==> src/rtl/core/assert_macros.svh <==
// assertion macros for the keyboard report differ
// expects clk and arst_n in the scope of use
`ifndef ASSERT_MACROS_SVH
`define ASSERT_MACROS_SVH

// same-cycle implication, off while in reset
`define ASSERT_IMP(lbl, ante, cons, msg) \
	lbl: assert property (@(posedge clk) disable iff (!arst_n) (ante) |-> (cons)) \
		else $error(msg);

// next-cycle implication, off while in reset
`define ASSERT_NEXT(lbl, ante, cons, msg) \
	lbl: assert property (@(posedge clk) disable iff (!arst_n) (ante) |=> (cons)) \
		else $error(msg);

`endif

==> src/rtl/core/hkrd_pkg.sv <==
// shared constants, types and register codes for the keyboard report differ
// no dependencies
package hkrd_pkg;

	localparam int MOD_BITS   = 8;
	localparam int KEY_SLOTS  = 6;
	localparam int KEY_W      = 8;
	localparam int CODE_W     = 16;
	localparam int EV_BITS    = MOD_BITS + 2 * KEY_SLOTS;
	localparam int EV_IDX_W   = $clog2(EV_BITS);
	localparam int SLOT_IDX_W = $clog2(KEY_SLOTS);
	localparam int MOD_IDX_W  = $clog2(MOD_BITS);
	localparam int REG_IDX_W  = 1;

	typedef enum logic [REG_IDX_W-1:0] {
		REG_MOD_BASE = 1'b0,
		REG_KEY_BASE = 1'b1
	} reg_idx_t;

	typedef logic [KEY_SLOTS-1:0][KEY_W-1:0] key_set_t;

	// one report worth of pending events
	typedef struct packed {
		logic [EV_BITS-1:0]  mask;
		logic [MOD_BITS-1:0] mods;
		key_set_t            now;
		key_set_t            prev;
	} job_t;

	typedef struct packed {
		logic full;
		logic empty;
	} q_stat_t;

endpackage

==> src/rtl/core/hkrd_front.sv <==
// front end: takes report words, diffs them against the held report
// and builds the event mask; depends on hkrd_pkg
module hkrd_front
	import hkrd_pkg::*;
(
	input  logic                clk,
	input  logic                arst_n,
	input  logic                in_valid,
	output logic                in_stall,
	input  logic                ack,
	input  logic [MOD_BITS-1:0] modifiers,
	input  key_set_t            keys,
	input  q_stat_t             q_stat,
	output logic                q_push,
	output job_t                q_data
);

	logic [MOD_BITS-1:0] prev_mods_q;
	key_set_t            prev_keys_q;
	logic                take;
	logic [KEY_SLOTS-1:0] held_prev, held_now, differ, press, rel;

	assign in_stall = q_stat.full;
	assign take     = in_valid && !q_stat.full && ack;

	always_comb begin
		for (int i = 0; i < KEY_SLOTS; i++) begin
			held_prev[i] = 1'b0;
			held_now[i]  = 1'b0;
			for (int j = 0; j < KEY_SLOTS; j++) begin
				if (prev_keys_q[j] == keys[i])
					held_prev[i] = 1'b1;
				if (keys[j] == prev_keys_q[i])
					held_now[i] = 1'b1;
			end
			differ[i] = keys[i] != prev_keys_q[i];
			press[i]  = differ[i] && (keys[i] != '0) && !held_prev[i];
			rel[i]    = differ[i] && (prev_keys_q[i] != '0) && !held_now[i];
		end
	end

	always_comb begin
		q_data.mods = modifiers;
		q_data.now  = keys;
		q_data.prev = prev_keys_q;
		q_data.mask[MOD_BITS-1:0] = modifiers ^ prev_mods_q;
		for (int i = 0; i < KEY_SLOTS; i++) begin
			q_data.mask[MOD_BITS + 2*i]     = press[i];
			q_data.mask[MOD_BITS + 2*i + 1] = rel[i];
		end
	end

	assign q_push = take && (q_data.mask != '0);

	always_ff @(posedge clk or negedge arst_n) begin
		if (!arst_n) begin
			prev_mods_q <= '0;
			prev_keys_q <= '0;
		end else if (take) begin
			prev_mods_q <= modifiers;
			prev_keys_q <= keys;
		end
	end

endmodule

==> src/rtl/core/hkrd_queue.sv <==
// two-entry queue of pending report jobs between front and back
// depends on hkrd_pkg
module hkrd_queue
	import hkrd_pkg::*;
(
	input  logic    clk,
	input  logic    arst_n,
	input  logic    push,
	input  job_t    push_data,
	input  logic    pop,
	output job_t    pop_data,
	output q_stat_t stat
);

	job_t       mem_q [2];
	logic       wr_ptr_q, rd_ptr_q;
	logic [1:0] count_q;

	assign stat.full  = count_q == 2'd2;
	assign stat.empty = count_q == 2'd0;
	assign pop_data   = mem_q[rd_ptr_q];

	always_ff @(posedge clk) begin
		if (push)
			mem_q[wr_ptr_q] <= push_data;
	end

	always_ff @(posedge clk or negedge arst_n) begin
		if (!arst_n) begin
			wr_ptr_q <= 1'b0;
			rd_ptr_q <= 1'b0;
			count_q  <= '0;
		end else begin
			if (push)
				wr_ptr_q <= !wr_ptr_q;
			if (pop)
				rd_ptr_q <= !rd_ptr_q;
			case ({push, pop})
				2'b10:   count_q <= count_q + 2'd1;
				2'b01:   count_q <= count_q - 2'd1;
				default: count_q <= count_q;
			endcase
		end
	end

endmodule

==> src/rtl/core/hkrd_back.sv <==
// back end: walks one job's event mask to the output register, one event word
// per cycle unless stalled; holds the code base registers; depends on hkrd_pkg
module hkrd_back
	import hkrd_pkg::*;
(
	input  logic                 clk,
	input  logic                 arst_n,
	input  logic                 wr_en,
	input  logic [REG_IDX_W-1:0] wr_index,
	input  logic [CODE_W-1:0]    wr_data,
	input  q_stat_t              q_stat,
	input  job_t                 q_data,
	output logic                 q_pop,
	output logic                 out_valid,
	input  logic                 out_stall,
	output logic [CODE_W-1:0]    event_code,
	output logic                 pressed,
	output logic                 last_event
);

	logic [CODE_W-1:0]   mod_base_q, key_base_q;
	job_t                cur_q;
	logic [EV_BITS-1:0]  rem_q, rem_clr;
	logic                cur_valid_q, advance, last, load;
	logic [EV_IDX_W-1:0] idx, idx_off;
	logic [SLOT_IDX_W-1:0] slot;
	logic [CODE_W-1:0]   code;
	logic                press_bit;
	logic                out_valid_q, pressed_q, last_q;
	logic [CODE_W-1:0]   event_code_q;

	always_ff @(posedge clk or negedge arst_n) begin
		if (!arst_n) begin
			mod_base_q <= '0;
			key_base_q <= CODE_W'(256);
		end else if (wr_en) begin
			case (reg_idx_t'(wr_index))
				REG_MOD_BASE: mod_base_q <= wr_data;
				REG_KEY_BASE: key_base_q <= wr_data;
				default:      mod_base_q <= mod_base_q;
			endcase
		end
	end

	// lowest pending event
	always_comb begin
		idx = '0;
		for (int i = EV_BITS - 1; i >= 0; i--) begin
			if (rem_q[i])
				idx = EV_IDX_W'(i);
		end
	end

	assign rem_clr = rem_q & (rem_q - EV_BITS'(1));
	assign last    = rem_clr == '0;
	assign idx_off = idx - EV_IDX_W'(MOD_BITS);
	assign slot    = idx_off[SLOT_IDX_W:1];

	always_comb begin
		if (idx < EV_IDX_W'(MOD_BITS)) begin
			code      = mod_base_q + CODE_W'(idx);
			press_bit = cur_q.mods[idx[MOD_IDX_W-1:0]];
		end else if (!idx_off[0]) begin
			code      = key_base_q + CODE_W'(cur_q.now[slot]);
			press_bit = 1'b1;
		end else begin
			code      = key_base_q + CODE_W'(cur_q.prev[slot]);
			press_bit = 1'b0;
		end
	end

	assign advance = cur_valid_q && (!out_valid_q || !out_stall);
	assign load    = !q_stat.empty && (!cur_valid_q || (advance && last));
	assign q_pop   = load;

	always_ff @(posedge clk) begin
		if (load)
			cur_q <= q_data;
		if (advance) begin
			event_code_q <= code;
			pressed_q    <= press_bit;
			last_q       <= last;
		end
	end

	always_ff @(posedge clk or negedge arst_n) begin
		if (!arst_n) begin
			cur_valid_q <= 1'b0;
			rem_q       <= '0;
			out_valid_q <= 1'b0;
		end else begin
			if (load) begin
				cur_valid_q <= 1'b1;
				rem_q       <= q_data.mask;
			end else if (advance) begin
				cur_valid_q <= !last;
				rem_q       <= rem_clr;
			end
			if (advance)
				out_valid_q <= 1'b1;
			else if (!out_stall)
				out_valid_q <= 1'b0;
		end
	end

	assign out_valid  = out_valid_q;
	assign event_code = event_code_q;
	assign pressed    = pressed_q;
	assign last_event = last_q;

endmodule

==> src/rtl/core/hid_keyboard_report_differ.sv <==
// top level of the keyboard report differ: front, job queue and back
// depends on hkrd_pkg, hkrd_front, hkrd_queue, hkrd_back, assert_macros.svh
//
// input channel: one word per boot keyboard report (ack, modifier byte,
// six key slots), taken when in_valid is high and in_stall low; a word
// with ack low is taken and dropped without touching the held report
// output channel: one key event word per handshake (event_code, pressed,
// last_event), last_event marks the final event of a report
// a report that changes nothing gives no event words
// the first event word of a report passes through the job queue, the
// current job register and the output register of the back end
// throughput: one event word per cycle out of the back end while the
// output is not stalled; a report has 1 to 20 events; the front takes a
// report per cycle while the two-entry job queue has room
// in_stall rises only when the job queue is full; an output stall holds
// the event word in the output register and backs up into the queue
// reset clears the held report to nothing pressed, the modifier code base
// to 0 and the key code base to 256; base registers are written on wr_en
`include "assert_macros.svh"

module hid_keyboard_report_differ
	import hkrd_pkg::*;
(
	input  logic                 clk,
	input  logic                 arst_n,
	input  logic                 wr_en,
	input  logic [REG_IDX_W-1:0] wr_index,
	input  logic [CODE_W-1:0]    wr_data,
	input  logic                 in_valid,
	output logic                 in_stall,
	input  logic                 ack,
	input  logic [MOD_BITS-1:0]  modifiers,
	input  logic [KEY_W-1:0]     key_slot0,
	input  logic [KEY_W-1:0]     key_slot1,
	input  logic [KEY_W-1:0]     key_slot2,
	input  logic [KEY_W-1:0]     key_slot3,
	input  logic [KEY_W-1:0]     key_slot4,
	input  logic [KEY_W-1:0]     key_slot5,
	output logic                 out_valid,
	input  logic                 out_stall,
	output logic [CODE_W-1:0]    event_code,
	output logic                 pressed,
	output logic                 last_event
);

	key_set_t keys;
	q_stat_t  q_stat;
	logic     q_push, q_pop;
	job_t     push_data, pop_data;

	assign keys = {key_slot5, key_slot4, key_slot3, key_slot2, key_slot1, key_slot0};

	hkrd_front u_front (
		.clk       (clk),
		.arst_n    (arst_n),
		.in_valid  (in_valid),
		.in_stall  (in_stall),
		.ack       (ack),
		.modifiers (modifiers),
		.keys      (keys),
		.q_stat    (q_stat),
		.q_push    (q_push),
		.q_data    (push_data)
	);

	hkrd_queue u_queue (
		.clk       (clk),
		.arst_n    (arst_n),
		.push      (q_push),
		.push_data (push_data),
		.pop       (q_pop),
		.pop_data  (pop_data),
		.stat      (q_stat)
	);

	hkrd_back u_back (
		.clk        (clk),
		.arst_n     (arst_n),
		.wr_en      (wr_en),
		.wr_index   (wr_index),
		.wr_data    (wr_data),
		.q_stat     (q_stat),
		.q_data     (pop_data),
		.q_pop      (q_pop),
		.out_valid  (out_valid),
		.out_stall  (out_stall),
		.event_code (event_code),
		.pressed    (pressed),
		.last_event (last_event)
	);

	`ASSERT_IMP(a_no_push_full, q_push, !q_stat.full, "job pushed into full queue")
	`ASSERT_IMP(a_no_pop_empty, q_pop, !q_stat.empty, "job popped from empty queue")
	`ASSERT_NEXT(a_events_back_to_back, out_valid && !out_stall && !last_event, out_valid, "gap inside a report's events")

endmodule
==> config.mk <==
export PLATFORM = sky130hd
export DESIGN_NAME = hid_keyboard_report_differ
export DESIGN_NICKNAME = d
export VERILOG_FILES = /design/src/rtl/core/hkrd_pkg.sv /design/src/rtl/core/hkrd_front.sv /design/src/rtl/core/hkrd_queue.sv /design/src/rtl/core/hkrd_back.sv /design/src/rtl/core/hid_keyboard_report_differ.sv
export VERILOG_INCLUDE_DIRS = /design/src /design/src/rtl/core
export SDC_FILE = /design/constraint.sdc
export NUM_CORES = 1
export LEC_CHECK = 0
export BUFFER_PORTS_ARGS = -buffer_cell sky130_fd_sc_hd__clkbuf_2
export CORE_MARGIN = 10
export CORE_UTILIZATION = 56
export DETAILED_ROUTE_END_ITERATION = 8
export PLACE_DENSITY = 0.83
export SYNTH_ARGS = -nofsm -noshare
export SYNTH_HDL_FRONTEND = slang
export SYNTH_SLANG_ARGS = --single-unit
export TNS_END_PERCENT = 100
==> constraint.sdc <==
create_clock -name clk -period 11.4 [get_ports clk]
set_clock_uncertainty 0.1 [all_clocks]
set_input_delay 1.14 -clock clk [delete_from_list [all_inputs] [get_ports clk]]
set_output_delay 1.14 -clock clk [all_outputs]
set_load 0.01 [all_outputs]
==> impl_metrics.ini <==
[critical_path]
arrival_ps = 6240
end_kind = flip-flop
cp_data_required_time_ps = 11620
cp_max_fo = 16
criticalPathCategory = flip-flop to flip-flop
cp-start-kind = flip-flop

[logic_synthesis]
ys_types = 66
ys_warn_count = 0
synthCells = 1803
ys_ff_latch = 484
synth.cell_area_um2 = 23290
synth_flop_cell = edfxtp_1
ys_seq_area_share_pct = 59.96
synth_nets = 1898
async_flop_share_pct = 23.55
synth_edf_count = 370
synth.avg_cell_area_um2 = 12.92

[timing]
max_clock_freq_mhz = 166.1
setup_tns_ps = 0
grt_setup_unrepaired = no
maxSlewViolCount = 0
layout_min_cycle_time_ps = 6021
max_slew_margin_pct = 17.12
hold_viol = 0
finalCritPeriodShare_pct = 52.81
worstMarginPinSlew_ps = 1239
setup_violations = 0
layout_setup_ws_ps = 5379

[routing]
via_per_inst = 6.253
drc = 10
wl_per_cell_um = 26.15
finalWirelength_mm = 62.53
num_vias = 14950
first_pass_iters = 9
drt_iter0_markers = 1781
antenna_left = 0

[global_routing]
grt.overflow.total = 0
grt_max_degree = 77
grt_pass1_wl_mm = 93.30
gr-usage-all-layers_pct = 24.56
grt_pass1_vias = 15070
antenna_found_initial = 0

[place]
dpl.hpwl_mm = 40.32
gp_congestion = 1.011
dp.cells = 2301
port_buffers = 98
pre_cts_ws_ps = 5102

[status]
violations = DRC
status = complete, but fails checks

[run]
maxCapViolCount = 0

[pwr]
ir_drop_mv = 0.2829
p_leak_nw = 9.636
power_density_nw_per_um2 = 334.5
power_mw = 8.586

[clock_tree]
clkLatencyLatePin_ps = 600
clock-sinks = 484
numCtsBuffers = 48
cts_setup_buffers = 0
cts_tree = yes
htreeDepth = 2
post_cts_resized = 0
holdBufCountCts = 0
clkTransAtPathRegs_ps = 70
root_buffer = clkbuf_16
clk_path_buf_depth = 3

[cells_and_area]
fin_cells = 2391
final-seq-area_um2 = 13970
multi_input_area_um2 = 8740
nets = 1914
area_growth_pct = 10.20
antenna_cells = 0
n_fill_cell = 2989
drive_above_1_share_pct = 21.84

[die]
die_y_um = 223.9
rows = 74
ios = 99
die-area_um2 = 50150
core_area_um2 = 41020
start_util_pct = 56.78
die_x_um = 223.9

[worst_hold_path]
hp-class = flip-flop to flip-flop
worst max-delay path: stages, from the launching register on:
cell      delay, ps
dfrtp_1         450
or4_1           570
o21bai_1        180
a31oi_1         840
and2_0          910
a222oi_1        270
mux2i_1         390
ha_1            300
a21o_1          170
a21oi_1         230
o21bai_1        130
a211o_1         330
a41oi_1         500
nor2b_1         120
xnor2_1         160
a21oi_1          90
layout by cell type (no fill, tap or decap), types with 3 or more instances in the layout:
master	count
nand2_1	223
and3_1	7
o21a_1	3
ha_1	14
clkinv_2	12
o21bai_1	5
nor4_1	74
a21o_1	5
buf_4	14
nor2b_1	6
or2_2	3
mux2i_1	32
nor3_1	13
a222oi_1	16
clkinv_1	4
bufinv_16	5
and2_1	4
xor2_1	200
o21ai_0	31
nand2b_1	6
a21oi_1	28
nand3_1	11
o21ai_1	6
clkbuf_1	11
maj3_1	3
a211oi_1	3
clkbuf_8	4
nand4_1	34
inv_1	16
edfxtp_1	370
nor2_1	56
clkbuf_16	50
dfrtp_1	112
xnor2_1	126
o21ai_2	11
or4_1	4
mux2_2	186
clkbuf_2	97
report_power, final:
group	total, mW	switching [mW]	leakage [nW]	internal (mW)
Clock	1.63	0.686	0.809	0.949
Combinational	3.71	2.11	4.06	1.60
Sequential	3.24	0.680	4.76	2.56
Total	8.59	3.47	9.64	5.11
area by class of cell:
| cell class | count | share of cell area [%] |
|---|---|---|
| sequential | 484 | 54.42 |
| multi-input combinational | 1157 | 34.05 |
| clock buffer | 65 | 5.250 |
| tap | 532 | 2.593 |
| timing repair buffer | 111 | 2.301 |
| clock inverter | 25 | 1.126 |
| inverter | 17 | 0.2584 |
per-layer routing:
metal	global-route usage, %	part of all wire (%)
met1	31.71	39
met5	0	0
met2	39.14	47
met3	6.807	11
met4	8.907	3.6
Yosys cell counts (3+ instances only):
cell type | number | area (um^2)
nor3_1 | 15 | 75.07
nor2b_1 | 6 | 37.54
a211oi_1 | 3 | 22.52
nand4_1 | 34 | 212.7
o21bai_1 | 5 | 37.54
inv_1 | 17 | 63.81
or4_1 | 4 | 30.03
ha_1 | 14 | 175.2
xnor2_1 | 126 | 1104
nand3_1 | 12 | 60.06
dfrtp_1 | 113 | 2828
nand2_1 | 223 | 837.1
mux2i_1 | 32 | 320.3
nor4_1 | 74 | 462.9
buf_1 | 17 | 63.81
o21ai_2 | 11 | 96.34
and3_1 | 8 | 50.05
a222oi_1 | 16 | 160.2
a21oi_1 | 28 | 140.1
nor2_1 | 56 | 210.2
or2_2 | 3 | 18.77
clkbuf_1 | 124 | 465.5
xor2_1 | 200 | 1752
and2_1 | 4 | 25.02
o21ai_1 | 6 | 30.03
nand2b_1 | 6 | 37.54
o21a_1 | 3 | 22.52
edfxtp_1 | 370 | 11110
mux2_2 | 186 | 2095
o21ai_0 | 31 | 155.2
buf_6 | 4 | 45.04
maj3_1 | 3 | 30.03
a21o_1 | 5 | 37.54
cells by family (layout without fill, tap and decap cells):
| kind of cell | count (synthesis) | count (layout) | synth area share, % |
|---|---|---|---|
| AOI/OAI and AO/OA | 130 | 130 | 3.879 |
| xor gates and xnor gates | 327 | 327 | 12.33 |
| adders and majority gates | 20 | 20 | 1.101 |
| buffers and inverters | 162 | 218 | 2.740 |
| DFF | 484 | 484 | 59.96 |
| muxes | 220 | 220 | 10.56 |
| and+or+nand+nor | 460 | 460 | 9.433 |
through the flow:
stage | hold WS [ps] | utilization [%] | instance area (um^2)
after global routing | 432.5 | 62.58 | 25670
after global placement | 380.6 | 58.59 | 24030
after detailed placement | 387.2 | 58.59 | 24030
after CTS | 403.7 | 62.58 | 25670
final | 402.5 | 62.58 | 25670
after floorplan | 340.2 | - | 23300
flip-flops by register name, indices dropped and copies added (netlist names), 2 cells and up:
name	flops
u_back.rem_q	20
u_back.key_base_q	16
u_front.q_data	48
u_front.prev_mods_q	8
u_queue.count_q	2
u_queue.mem_q	248
u_back.event_code	16
u_back.cur_q	104
u_back.mod_base_q	16
path summary, 6_finish.rpt:
check / startpoint / to / slack, ps / cells past startpoint
worst max-delay path: u_back.rem_q[9] / u_back.event_code[11] / 5380 / 15
worst min-delay path: u_front.prev_mods_q[5] / u_front.prev_mods_q[5] / 400 / 2
worst max register to register: u_back.rem_q[9] / u_back.event_code[11] / 5380 / 15
worst min register to register: u_front.prev_mods_q[5] / u_front.prev_mods_q[5] / 400 / 2
max in group asynchronous: arst_n / u_front.q_data[43] / 9250 / 2
min in group asynchronous: arst_n / u_back.mod_base_q[14] / 570 / 1
No activity file was read; power rests on OpenSTA's default activity.
